===== src/rtl/core/rfp_pkg.sv =====
// shared types, constants and codes for the reader response frame parser
`default_nettype none
package rfp_pkg;

	localparam int BUFFER_BYTES_DEF = 128;

	localparam logic [7:0] HDR_TFI = 8'hD5;
	localparam logic [7:0] HDR_CMD = 8'h41;
	localparam logic [7:0] ERR_MASK = 8'h3F;
	localparam logic [7:0] MAX_LEN_RESET = 8'hFF;
	localparam logic [7:0] HDR_OVERHEAD = 8'd3;

	localparam logic [1:0] KIND_DATA = 2'd0;
	localparam logic [1:0] KIND_DONE = 2'd1;
	localparam logic [1:0] KIND_DEV_ERROR = 2'd2;
	localparam logic [1:0] KIND_NO_HEADER = 2'd3;

	typedef enum logic [1:0] {
		PH_SEARCH,
		PH_STATUS,
		PH_PAYLOAD,
		PH_ERROR
	} rfp_phase_t;

	typedef struct packed {
		logic [7:0] rx_byte;
		logic       end_of_read;
	} rfp_in_t;

	typedef struct packed {
		logic [1:0] kind;
		logic [7:0] data_byte;
		logic [5:0] error_code;
		logic [7:0] payload_length;
		logic       last;
	} rfp_out_t;

	// results produced by one accepted input word, first in order first
	typedef struct packed {
		logic [1:0] cnt;
		rfp_out_t   first;
		rfp_out_t   second;
	} rfp_push_t;

endpackage
`default_nettype wire


===== src/rtl/core/rfp_parser.sv =====
// header search, status check and payload counting for one read
`default_nettype none
module rfp_parser #(
	parameter int BufferBytes = rfp_pkg::BUFFER_BYTES_DEF
) (
	input  wire logic            clk,
	input  wire logic            arst_n,
	input  wire logic            in_fire,
	input  wire rfp_pkg::rfp_in_t in_word,
	input  wire logic            cfg_we,
	input  wire logic [7:0]      cfg_data,
	output rfp_pkg::rfp_push_t   push
);
	import rfp_pkg::*;

	localparam int PosW = $clog2(BufferBytes + 1);

	logic [7:0]     hist0_q, hist1_q, hist2_q;
	logic [PosW-1:0] pos_q;
	rfp_phase_t     phase_q, phase_nxt;
	logic [7:0]     flen_q, flen_nxt;
	logic [7:0]     remain_q, remain_nxt;
	logic [7:0]     emitted_q, emitted_nxt;
	logic [7:0]     max_len_q;

	logic       in_range;
	logic       emit_data;
	logic [7:0] len_raw;
	logic [7:0] len_clip;
	logic [5:0] status_err;
	rfp_out_t   data_res;
	rfp_out_t   end_res;

	assign in_range   = pos_q < PosW'(BufferBytes);
	assign status_err = in_word.rx_byte[5:0] & ERR_MASK[5:0];
	assign len_raw    = (flen_q > HDR_OVERHEAD) ? flen_q - HDR_OVERHEAD : 8'd0;
	assign len_clip   = (len_raw > max_len_q) ? max_len_q : len_raw;
	assign emit_data  = in_range && (phase_q == PH_PAYLOAD) && (remain_q != 8'd0);

	// next phase
	always_comb begin
		phase_nxt = phase_q;
		if (in_range) begin
			case (phase_q)
				PH_SEARCH: begin
					if (hist0_q == HDR_TFI && in_word.rx_byte == HDR_CMD)
						phase_nxt = PH_STATUS;
				end
				PH_STATUS: begin
					phase_nxt = (status_err != 6'd0) ? PH_ERROR : PH_PAYLOAD;
				end
				PH_PAYLOAD: phase_nxt = PH_PAYLOAD;
				PH_ERROR:   phase_nxt = PH_ERROR;
				default:    phase_nxt = PH_SEARCH;
			endcase
		end
	end

	// datapath and results
	always_comb begin
		flen_nxt    = flen_q;
		remain_nxt  = remain_q;
		emitted_nxt = emitted_q;
		if (in_range) begin
			case (phase_q)
				PH_SEARCH: begin
					if (hist0_q == HDR_TFI && in_word.rx_byte == HDR_CMD)
						flen_nxt = hist2_q;
				end
				PH_STATUS: begin
					if (status_err != 6'd0)
						flen_nxt = {2'b00, status_err};
					else
						remain_nxt = len_clip;
				end
				PH_PAYLOAD: begin
					if (emit_data) begin
						remain_nxt  = remain_q - 8'd1;
						emitted_nxt = emitted_q + 8'd1;
					end
				end
				default: ;
			endcase
		end

		data_res = '0;
		data_res.kind = KIND_DATA;
		data_res.data_byte = in_word.rx_byte;

		end_res = '0;
		end_res.last = 1'b1;
		case (phase_nxt)
			PH_PAYLOAD: begin
				end_res.kind = KIND_DONE;
				end_res.payload_length = emitted_nxt;
			end
			PH_ERROR: begin
				end_res.kind = KIND_DEV_ERROR;
				end_res.error_code = flen_nxt[5:0];
			end
			default: end_res.kind = KIND_NO_HEADER;
		endcase

		push = '0;
		if (in_fire) begin
			if (emit_data) begin
				push.first = data_res;
				push.second = end_res;
				push.cnt = in_word.end_of_read ? 2'd2 : 2'd1;
			end else if (in_word.end_of_read) begin
				push.first = end_res;
				push.cnt = 2'd1;
			end
		end
	end

	always_ff @(posedge clk or negedge arst_n) begin
		if (!arst_n) begin
			max_len_q <= MAX_LEN_RESET;
		end else if (cfg_we) begin
			max_len_q <= cfg_data;
		end
	end

	always_ff @(posedge clk or negedge arst_n) begin
		if (!arst_n) begin
			hist0_q   <= '0;
			hist1_q   <= '0;
			hist2_q   <= '0;
			pos_q     <= '0;
			phase_q   <= PH_SEARCH;
			flen_q    <= '0;
			remain_q  <= '0;
			emitted_q <= '0;
		end else if (in_fire) begin
			if (in_word.end_of_read) begin
				hist0_q   <= '0;
				hist1_q   <= '0;
				hist2_q   <= '0;
				pos_q     <= '0;
				phase_q   <= PH_SEARCH;
				flen_q    <= '0;
				remain_q  <= '0;
				emitted_q <= '0;
			end else begin
				if (in_range) begin
					hist2_q <= hist1_q;
					hist1_q <= hist0_q;
					hist0_q <= in_word.rx_byte;
					pos_q   <= pos_q + PosW'(1);
				end
				phase_q   <= phase_nxt;
				flen_q    <= flen_nxt;
				remain_q  <= remain_nxt;
				emitted_q <= emitted_nxt;
			end
		end
	end

`ifndef NO_ASSERTIONS
	a_eor_outcome: assert property (@(posedge clk) disable iff (!arst_n)
		in_fire && in_word.end_of_read |-> push.cnt != 2'd0 &&
			((push.cnt == 2'd1 && push.first.last) ||
			 (push.cnt == 2'd2 && push.second.last && !push.first.last)))
		else $error("read end without a closing outcome");
	a_pos_bound: assert property (@(posedge clk) disable iff (!arst_n)
		pos_q <= PosW'(BufferBytes))
		else $error("position ran past the buffer");
	a_emit_count: assert property (@(posedge clk) disable iff (!arst_n)
		in_fire && !in_word.end_of_read && emit_data |=> emitted_q == $past(emitted_q) + 8'd1)
		else $error("emitted count out of step with data words");
	a_no_data_outside_payload: assert property (@(posedge clk) disable iff (!arst_n)
		phase_q != PH_PAYLOAD |-> !emit_data)
		else $error("data word outside the payload phase");
`endif

endmodule
`default_nettype wire


===== src/rtl/core/rfp_out_queue.sv =====
// four-entry result queue, takes up to two words per cycle and gives one while out_stall is low
`default_nettype none
module rfp_out_queue (
	input  wire logic              clk,
	input  wire logic              arst_n,
	input  wire rfp_pkg::rfp_push_t push,
	output logic                   full,
	output logic                   out_valid,
	input  wire logic              out_stall,
	output rfp_pkg::rfp_out_t      out_data
);
	import rfp_pkg::*;

	localparam int Depth = 4;
	localparam int PtrW  = $clog2(Depth);
	localparam int CntW  = $clog2(Depth + 1);

	rfp_out_t        mem_q [Depth];
	logic [PtrW-1:0] wr_q, rd_q;
	logic [CntW-1:0] cnt_q;
	logic            pop;

	assign out_valid = cnt_q != '0;
	assign out_data  = mem_q[rd_q];
	assign pop       = out_valid && !out_stall;
	// room for two words is needed before a new input word is taken
	assign full      = cnt_q > CntW'(Depth - 2);

	always_ff @(posedge clk) begin
		if (push.cnt != 2'd0)
			mem_q[wr_q] <= push.first;
		if (push.cnt == 2'd2)
			mem_q[wr_q + PtrW'(1)] <= push.second;
	end

	always_ff @(posedge clk or negedge arst_n) begin
		if (!arst_n) begin
			wr_q  <= '0;
			rd_q  <= '0;
			cnt_q <= '0;
		end else begin
			wr_q  <= wr_q + PtrW'(push.cnt);
			if (pop)
				rd_q <= rd_q + PtrW'(1);
			cnt_q <= cnt_q + CntW'(push.cnt) - CntW'(pop);
		end
	end

`ifndef NO_ASSERTIONS
	a_no_overflow: assert property (@(posedge clk) disable iff (!arst_n)
		push.cnt != 2'd0 |-> !full)
		else $error("queue written while full");
	a_cnt_bound: assert property (@(posedge clk) disable iff (!arst_n)
		cnt_q <= CntW'(Depth))
		else $error("queue count above depth");
	a_cnt_track: assert property (@(posedge clk) disable iff (!arst_n)
		push.cnt == 2'd0 && !pop |=> cnt_q == $past(cnt_q))
		else $error("queue count moved with no push or pop");
`endif

endmodule
`default_nettype wire


===== src/rtl/core/reader_response_frame_parser_core.sv =====
// top level of the reader response frame parser
//
//  channel  dir  handshake            word
//  in       in   in_valid / in_stall  rfp_in_t: rx_byte, end_of_read
//  out      out  out_valid / out_stall rfp_out_t: kind, data_byte, error_code,
//                                     payload_length, last
//  cfg      in   cfg_valid / cfg_ready max_response_length, 8 bits
//
// one input word per cycle while in_stall is low; its results enter a
// four-entry queue at the same edge and leave it in order as out_stall
// allows. the final byte of a read can give two words (data then outcome),
// so the queue sets the stall when fewer than two places are free. reset
// clears all read state, sets the capacity to 255. cfg_ready is always high.
`default_nettype none
module reader_response_frame_parser_core #(
	parameter int BufferBytes = rfp_pkg::BUFFER_BYTES_DEF
) (
	input  wire logic             clk,
	input  wire logic             arst_n,
	input  wire logic             in_valid,
	output logic                  in_stall,
	input  wire rfp_pkg::rfp_in_t  in_data,
	output logic                  out_valid,
	input  wire logic             out_stall,
	output rfp_pkg::rfp_out_t      out_data,
	input  wire logic             cfg_valid,
	output logic                  cfg_ready,
	input  wire logic [7:0]       cfg_data
);
	import rfp_pkg::*;

	rfp_push_t push;
	logic      q_full;
	logic      in_fire;

	assign in_stall  = q_full;
	assign in_fire   = in_valid && !q_full;
	assign cfg_ready = 1'b1;

	rfp_parser #(
		.BufferBytes(BufferBytes)
	) u_parser (
		.clk     (clk),
		.arst_n  (arst_n),
		.in_fire (in_fire),
		.in_word (in_data),
		.cfg_we  (cfg_valid && cfg_ready),
		.cfg_data(cfg_data),
		.push    (push)
	);

	rfp_out_queue u_queue (
		.clk      (clk),
		.arst_n   (arst_n),
		.push     (push),
		.full     (q_full),
		.out_valid(out_valid),
		.out_stall(out_stall),
		.out_data (out_data)
	);

endmodule
`default_nettype wire


===== config.mk =====
export PLATFORM = sky130hd
export DESIGN_NAME = reader_response_frame_parser_core
export DESIGN_NICKNAME = d
export VERILOG_FILES = /design/src/rtl/core/rfp_pkg.sv /design/src/rtl/core/rfp_parser.sv /design/src/rtl/core/rfp_out_queue.sv /design/src/rtl/core/reader_response_frame_parser_core.sv
export SDC_FILE = /design/constraint.sdc
export NUM_CORES = 1
export LEC_CHECK = 0
export BUFFER_PORTS_ARGS = -buffer_cell sky130_fd_sc_hd__buf_4
export CAP_MARGIN = 40
export CORE_MARGIN = 3
export CORE_UTILIZATION = 40
export CTS_CLUSTER_DIAMETER = 50
export DETAILED_ROUTE_END_ITERATION = 10
export PLACE_DENSITY = 0.52
export SYNTH_ARGS = -nofsm -noshare
export SYNTH_HDL_FRONTEND = slang
export SYNTH_HIERARCHICAL = 1
export SYNTH_SLANG_ARGS = --single-unit

===== constraint.sdc =====
create_clock -name clk -period 10.1 [get_ports clk]
set_clock_uncertainty 0.05 [all_clocks]
set_input_delay 0.505 -clock clk [delete_from_list [all_inputs] [get_ports clk]]
set_output_delay 0.505 -clock clk [all_outputs]
set_load 0.02 [all_outputs]

# Word level (Yosys, flattened, before mapping)
# Memory sizes are Yosys's and may differ from the RTL's.
# Cells that the tools add are included.
# word_totals
mem_count	1
ramBits	100
ff_bits	73
inputBits	22
elab_cells	98
# memory_table
memory	depth	width	read_ports	rd_clocked_by_memory_dff	wr	line_no	source
u_queue.mem_q	4	25	1	0	2	rfp_out_queue.sv:18	rfp_out_t mem_q [Depth];
# op_classes
n_mux	41
order_cmp	4
eq_ne	12
add_sub_neg	9
reduce_logical	18
# ops
cell	count
$mux W8	23
$mux W52	1
$pmux W8 S2	2
$mux W27	1
$mux W26	1
$mux W25	1
$add A8 B1 Y8 const B	2
$eq A2 B2 Y1 const B	5
$reduce_and A5 Y1	2
$ne A3 B2 Y1 const B	3
$reduce_bool A3 Y1	3
$eq A8 B7 Y1 const B	1
$eq A8 B8 Y1 const B	1
$gt A8 B2 Y1 const B	1
$gt A8 B8 Y1	1
$lt A8 B8 Y1 const B	1
$mux W2	4
$pmux W2 S4	1
$reduce_bool A8 Y1	1
$sub A8 B1 Y8 const B	1
$sub A8 B2 Y8 const B	1
$mux W6	1
$reduce_bool A6 Y1	1
$logic_and A1 B1 Y1	5
13 further kinds	20

# Logic depth before layout (Yosys ltp)
# depth
ltp_word	13
ltp_mapped	12
mapped_depth_nobuf	11

# Hierarchy
# Netlist, hierarchy kept.
# modules_own_cells
module	instances	seq_area_each_um2	area_each_um2	cells_per_inst
rfp_out_queue	1	3178.0	5331.4	284
rfp_parser	1	1661.6	3988.8	438
reader_response_frame_parser_core	1	0.0	25.0	3

# Worst setup path before layout
# OpenSTA, ideal clock, no wires.
# synth_timing
path_type	reg-to-reg
start	register u_parser.phase_q[0]
end	memory u_queue/mem_q[0][0] (netlist bit), enable pin
required_time_ns	9.605
setup_slack_ns	5.766
path_buffers	2
stages_incl_launch_ff	10
arrival_ns	3.838
setup_ns	0.445
path_cell_list	dfrtp_1 > buf_6 > nand2b_1 > buf_2 > a311oi_4 > inv_1 > ha_1 > and2_1 > nor2_1 > o31ai_1
# synth_lines
element	line_no	source
from (decl)	rfp_parser.sv:20	rfp_phase_t phase_q, phase_nxt;
from (signal assigned)	rfp_parser.sv:152	phase_q <= phase_nxt;
to (decl)	rfp_out_queue.sv:18	

==> flow_summary.yaml <==
critical_path:
  path_cells: "nand2b_1 > a311oi_4 > inv_1 > ha_1 > and2_1 > nor2b_2 > and3b_2 > a21o_1 > buf_8"
  worstPathMaxFanout: 26
  arrival_ns: 4.24
  crit_required_ns: 10.18
  startpoint_type: "flip-flop"
  critPathSlowestCell: "and3b_2"
  cp_slowest_stage_delay_ns: 0.70
  cp_num_buf_inv: 2
  end_kind: "flip-flop"
  crit_type: "reg2reg"
  path_delay_family: "simple AND/OR/NAND/NOR gates"
logic_synthesis:
  synth-async-reset-ratio: 0.422
  synth.cell_area_um2: 9350
  syn_avg_cell_area_um2: 12.9
  ys_seq_area_frac: 0.518
  synth_edf_count: 100
  synth_cell_type_count: 67
  yosys.area.top_type: "edfxtp_1"
  synth_top_cell_area_share: 0.321
  ys_ff_latch: 173
  synth.area.top_cells: "edfxtp_1 (32%), dfrtp_1 (17%), mux2_2 (10%)"
  ys_warn_count: 6
  synth_top_flop_cell: "edfxtp_1"
  syn_inst: 725
global_routing:
  grt_pass1_vias: 6126
  grt_max_degree: 50
  grt_overflow_total: 0
  grt_pass1_wl_mm: 34.0
  antenna_found_initial: 0
  track_usage: 0.171
placed_design:
  placed_area_um2: 10000
  place_hpwl_mm: 14.6
  io_buffers: 48
  gp_congestion: 0.817
  dp_slack_ns: 5.87
sta:
  rsz0062_at_grt: "no"
  fmax_mhz: 240
  max_slew.worst_pin.slew_ns: 0.877
  setup_violations: 0
  period_minus_slack_ns: 4.16
  timing.final.crit_share: 0.412
  finalWorstSetupSlack_ns: 5.94
  setup_tns_ns: 0
  slew_headroom: 0.411
  drv_slew: 0
  hold_violations: 0
clocking:
  clk_pin_slew_ns: 0.07
  htreeDepth: 4
  clock_insertion_delay_worst_skew_ns: 0.43
  numCtsBuffers: 17
  clock_path_buffers: 2
  clock-root-buffer: "clkbuf_16"
  clock_sinks: 173
  cts_tree: "yes"
finish:
  nets: 811
  diodes: 0
  area_delta_synth_final_pct: 13.8
  fillCellCount: 2000
  fin_util: 0.467
  drive_above_1_share: 0.314
  layout_common_cells: "edfxtp_1 (100), mux2_2 (86), dfrtp_1 (64)"
  finalInstanceArea_um2: 10600
  mostFrequentLayoutCell: "edfxtp_1"
detailed_routing:
  vias: 5931
  wire_per_inst_um: 19.3
  viasPerCell: 5.42
  drtAntennaViolNets: 0
  wirelength_mm: 21.1
  drt-pass1-iter-count: 5
  drt_iter0_drc: 537
  drc: 0
power_and_ir_drop:
  max-vdd-ir-drop_mv: 0.120
  powerDensity_nw_per_um2: 261
  leakagePower_nw: 4.27
  power_mw: 2.77
outcome:
  status: "complete, no violations"
hold_path:
  hold_class: "in2reg"
die:
  fp.dieArea_um2: 25200
  num_rows: 55
  die_x_um: 159
  fp.coreArea_um2: 22800
  die_h_um: 159
  start_util: 0.410
  ios: 50
run:
  max_cap_viol_count: 0
[area by class of cell]
| class | instances | area (µm²) | area share |
|---|---|---|---|
| clock buffers | 17 | 425 | 0.0400 |
| clock inverters | 15 | 176 | 0.0166 |
| inverters | 36 | 135 | 0.0127 |
| multi-input cells | 478 | 4110 | 0.386 |
| flip-flops and latches | 173 | 4840 | 0.455 |
| well taps | 313 | 392 | 0.0368 |
| repair buffers | 62 | 558 | 0.0525 |
[worst min-delay path, delay by kind of cell]
family                 cells  cell delay (ns)
buffers and inverters      1             0.07
AO/OA/AOI/OAI              1             0.06
AND/OR/NAND/NOR            1             0.03
[kinds of logic (layout without fill, tap and decap cells)]
logic type,Yosys count,after routing,share of synthesized area
other,2,16,0.000804
AO/OA/AOI/OAI,119,119,0.0862
XOR/XNOR,19,19,0.0178
adder cells (fa/ha/maj),21,21,0.0289
multiplexers,135,135,0.197
buffers and inverters,88,130,0.0509
AND/OR/NAND/NOR,168,168,0.100
flip-flops,173,173,0.518
[per-stage QoR]
stage	cells	hold slack, ns
floorplan	739	0.159
global placement	1054	0.425
detailed placement	1061	0.397
CTS	1094	0.208
global route	1094	0.237
finish	1094	0.231
[layer usage]
layer / vias to the layer above / track usage / share of wire
li1: 2789 / - / -
met1: 2998 / 0.228 / 0.45
met4: 0 / 0.0545 / 0.017
met3: 25 / 0.0253 / 0.030
met2: 119 / 0.290 / 0.50
met5: - / 0 / 0
[power by group]
part	total, mW	switching, mW	internal, mW
Clock	0.666	0.312	0.354
Sequential	1.03	0.136	0.897
Combinational	1.08	0.586	0.489
Total	2.77	1.03	1.74
[flip-flops by register name, indices dropped and copies added, names as in the netlist]
| name | flops |
|---|---|
| u_queue/mem_q | 100 |
| u_parser/emitted_q | 8 |
| u_parser/flen_q | 8 |
| u_parser/hist0_q | 8 |
| u_parser/hist1_q | 8 |
| u_parser/hist2_q | 8 |
| u_parser/max_len_q | 8 |
| u_parser/pos_q | 8 |
| u_parser/remain_q | 8 |
| u_queue/cnt_q | 3 |
| u_parser/phase_q | 2 |
| u_queue/rd_q | 2 |
| u_queue/wr_q | 2 |
[synth_stat cells, drive strengths merged, types with 8 or more instances]
library cell / instances
a21oi: 22
a22o: 23
and2: 14
buf: 37
clkbuf: 15
dfrtp: 65
dfstp: 8
edfxtp: 100
ha: 20
inv: 36
mux2: 102
mux2i: 8
mux4: 25
nand2: 23
nand4: 11
nor2: 43
nor2b: 9
nor3: 24
o21ai: 27
o22ai: 17
xnor2: 11
xor2: 8
[worst paths after layout]
check / slack [ns] / end / depth (start not counted) / startpoint
max reg2reg: 5.94 / u_queue/mem_q[2][4] / 9 / u_parser/phase_q[0]
min: 0.23 / u_parser/max_len_q[7] / 3 / cfg_data[7]
max: 5.94 / u_queue/mem_q[2][4] / 9 / u_parser/phase_q[0]
min in group asynchronous: 0.48 / u_parser/remain_q[3] / 2 / arst_n
min reg2reg: 0.45 / u_parser/hist2_q[7] / 2 / u_parser/hist1_q[7]
max in group asynchronous: 8.93 / u_parser/max_len_q[5] / 3 / arst_n
[timing repair]
action,4_1_cts,5_1_grt
hold buffers,1,0
resized for setup,0,0
hold endpoints to repair,19,0
setup buffers,0,0
Power figures use the tool's default switching activity.
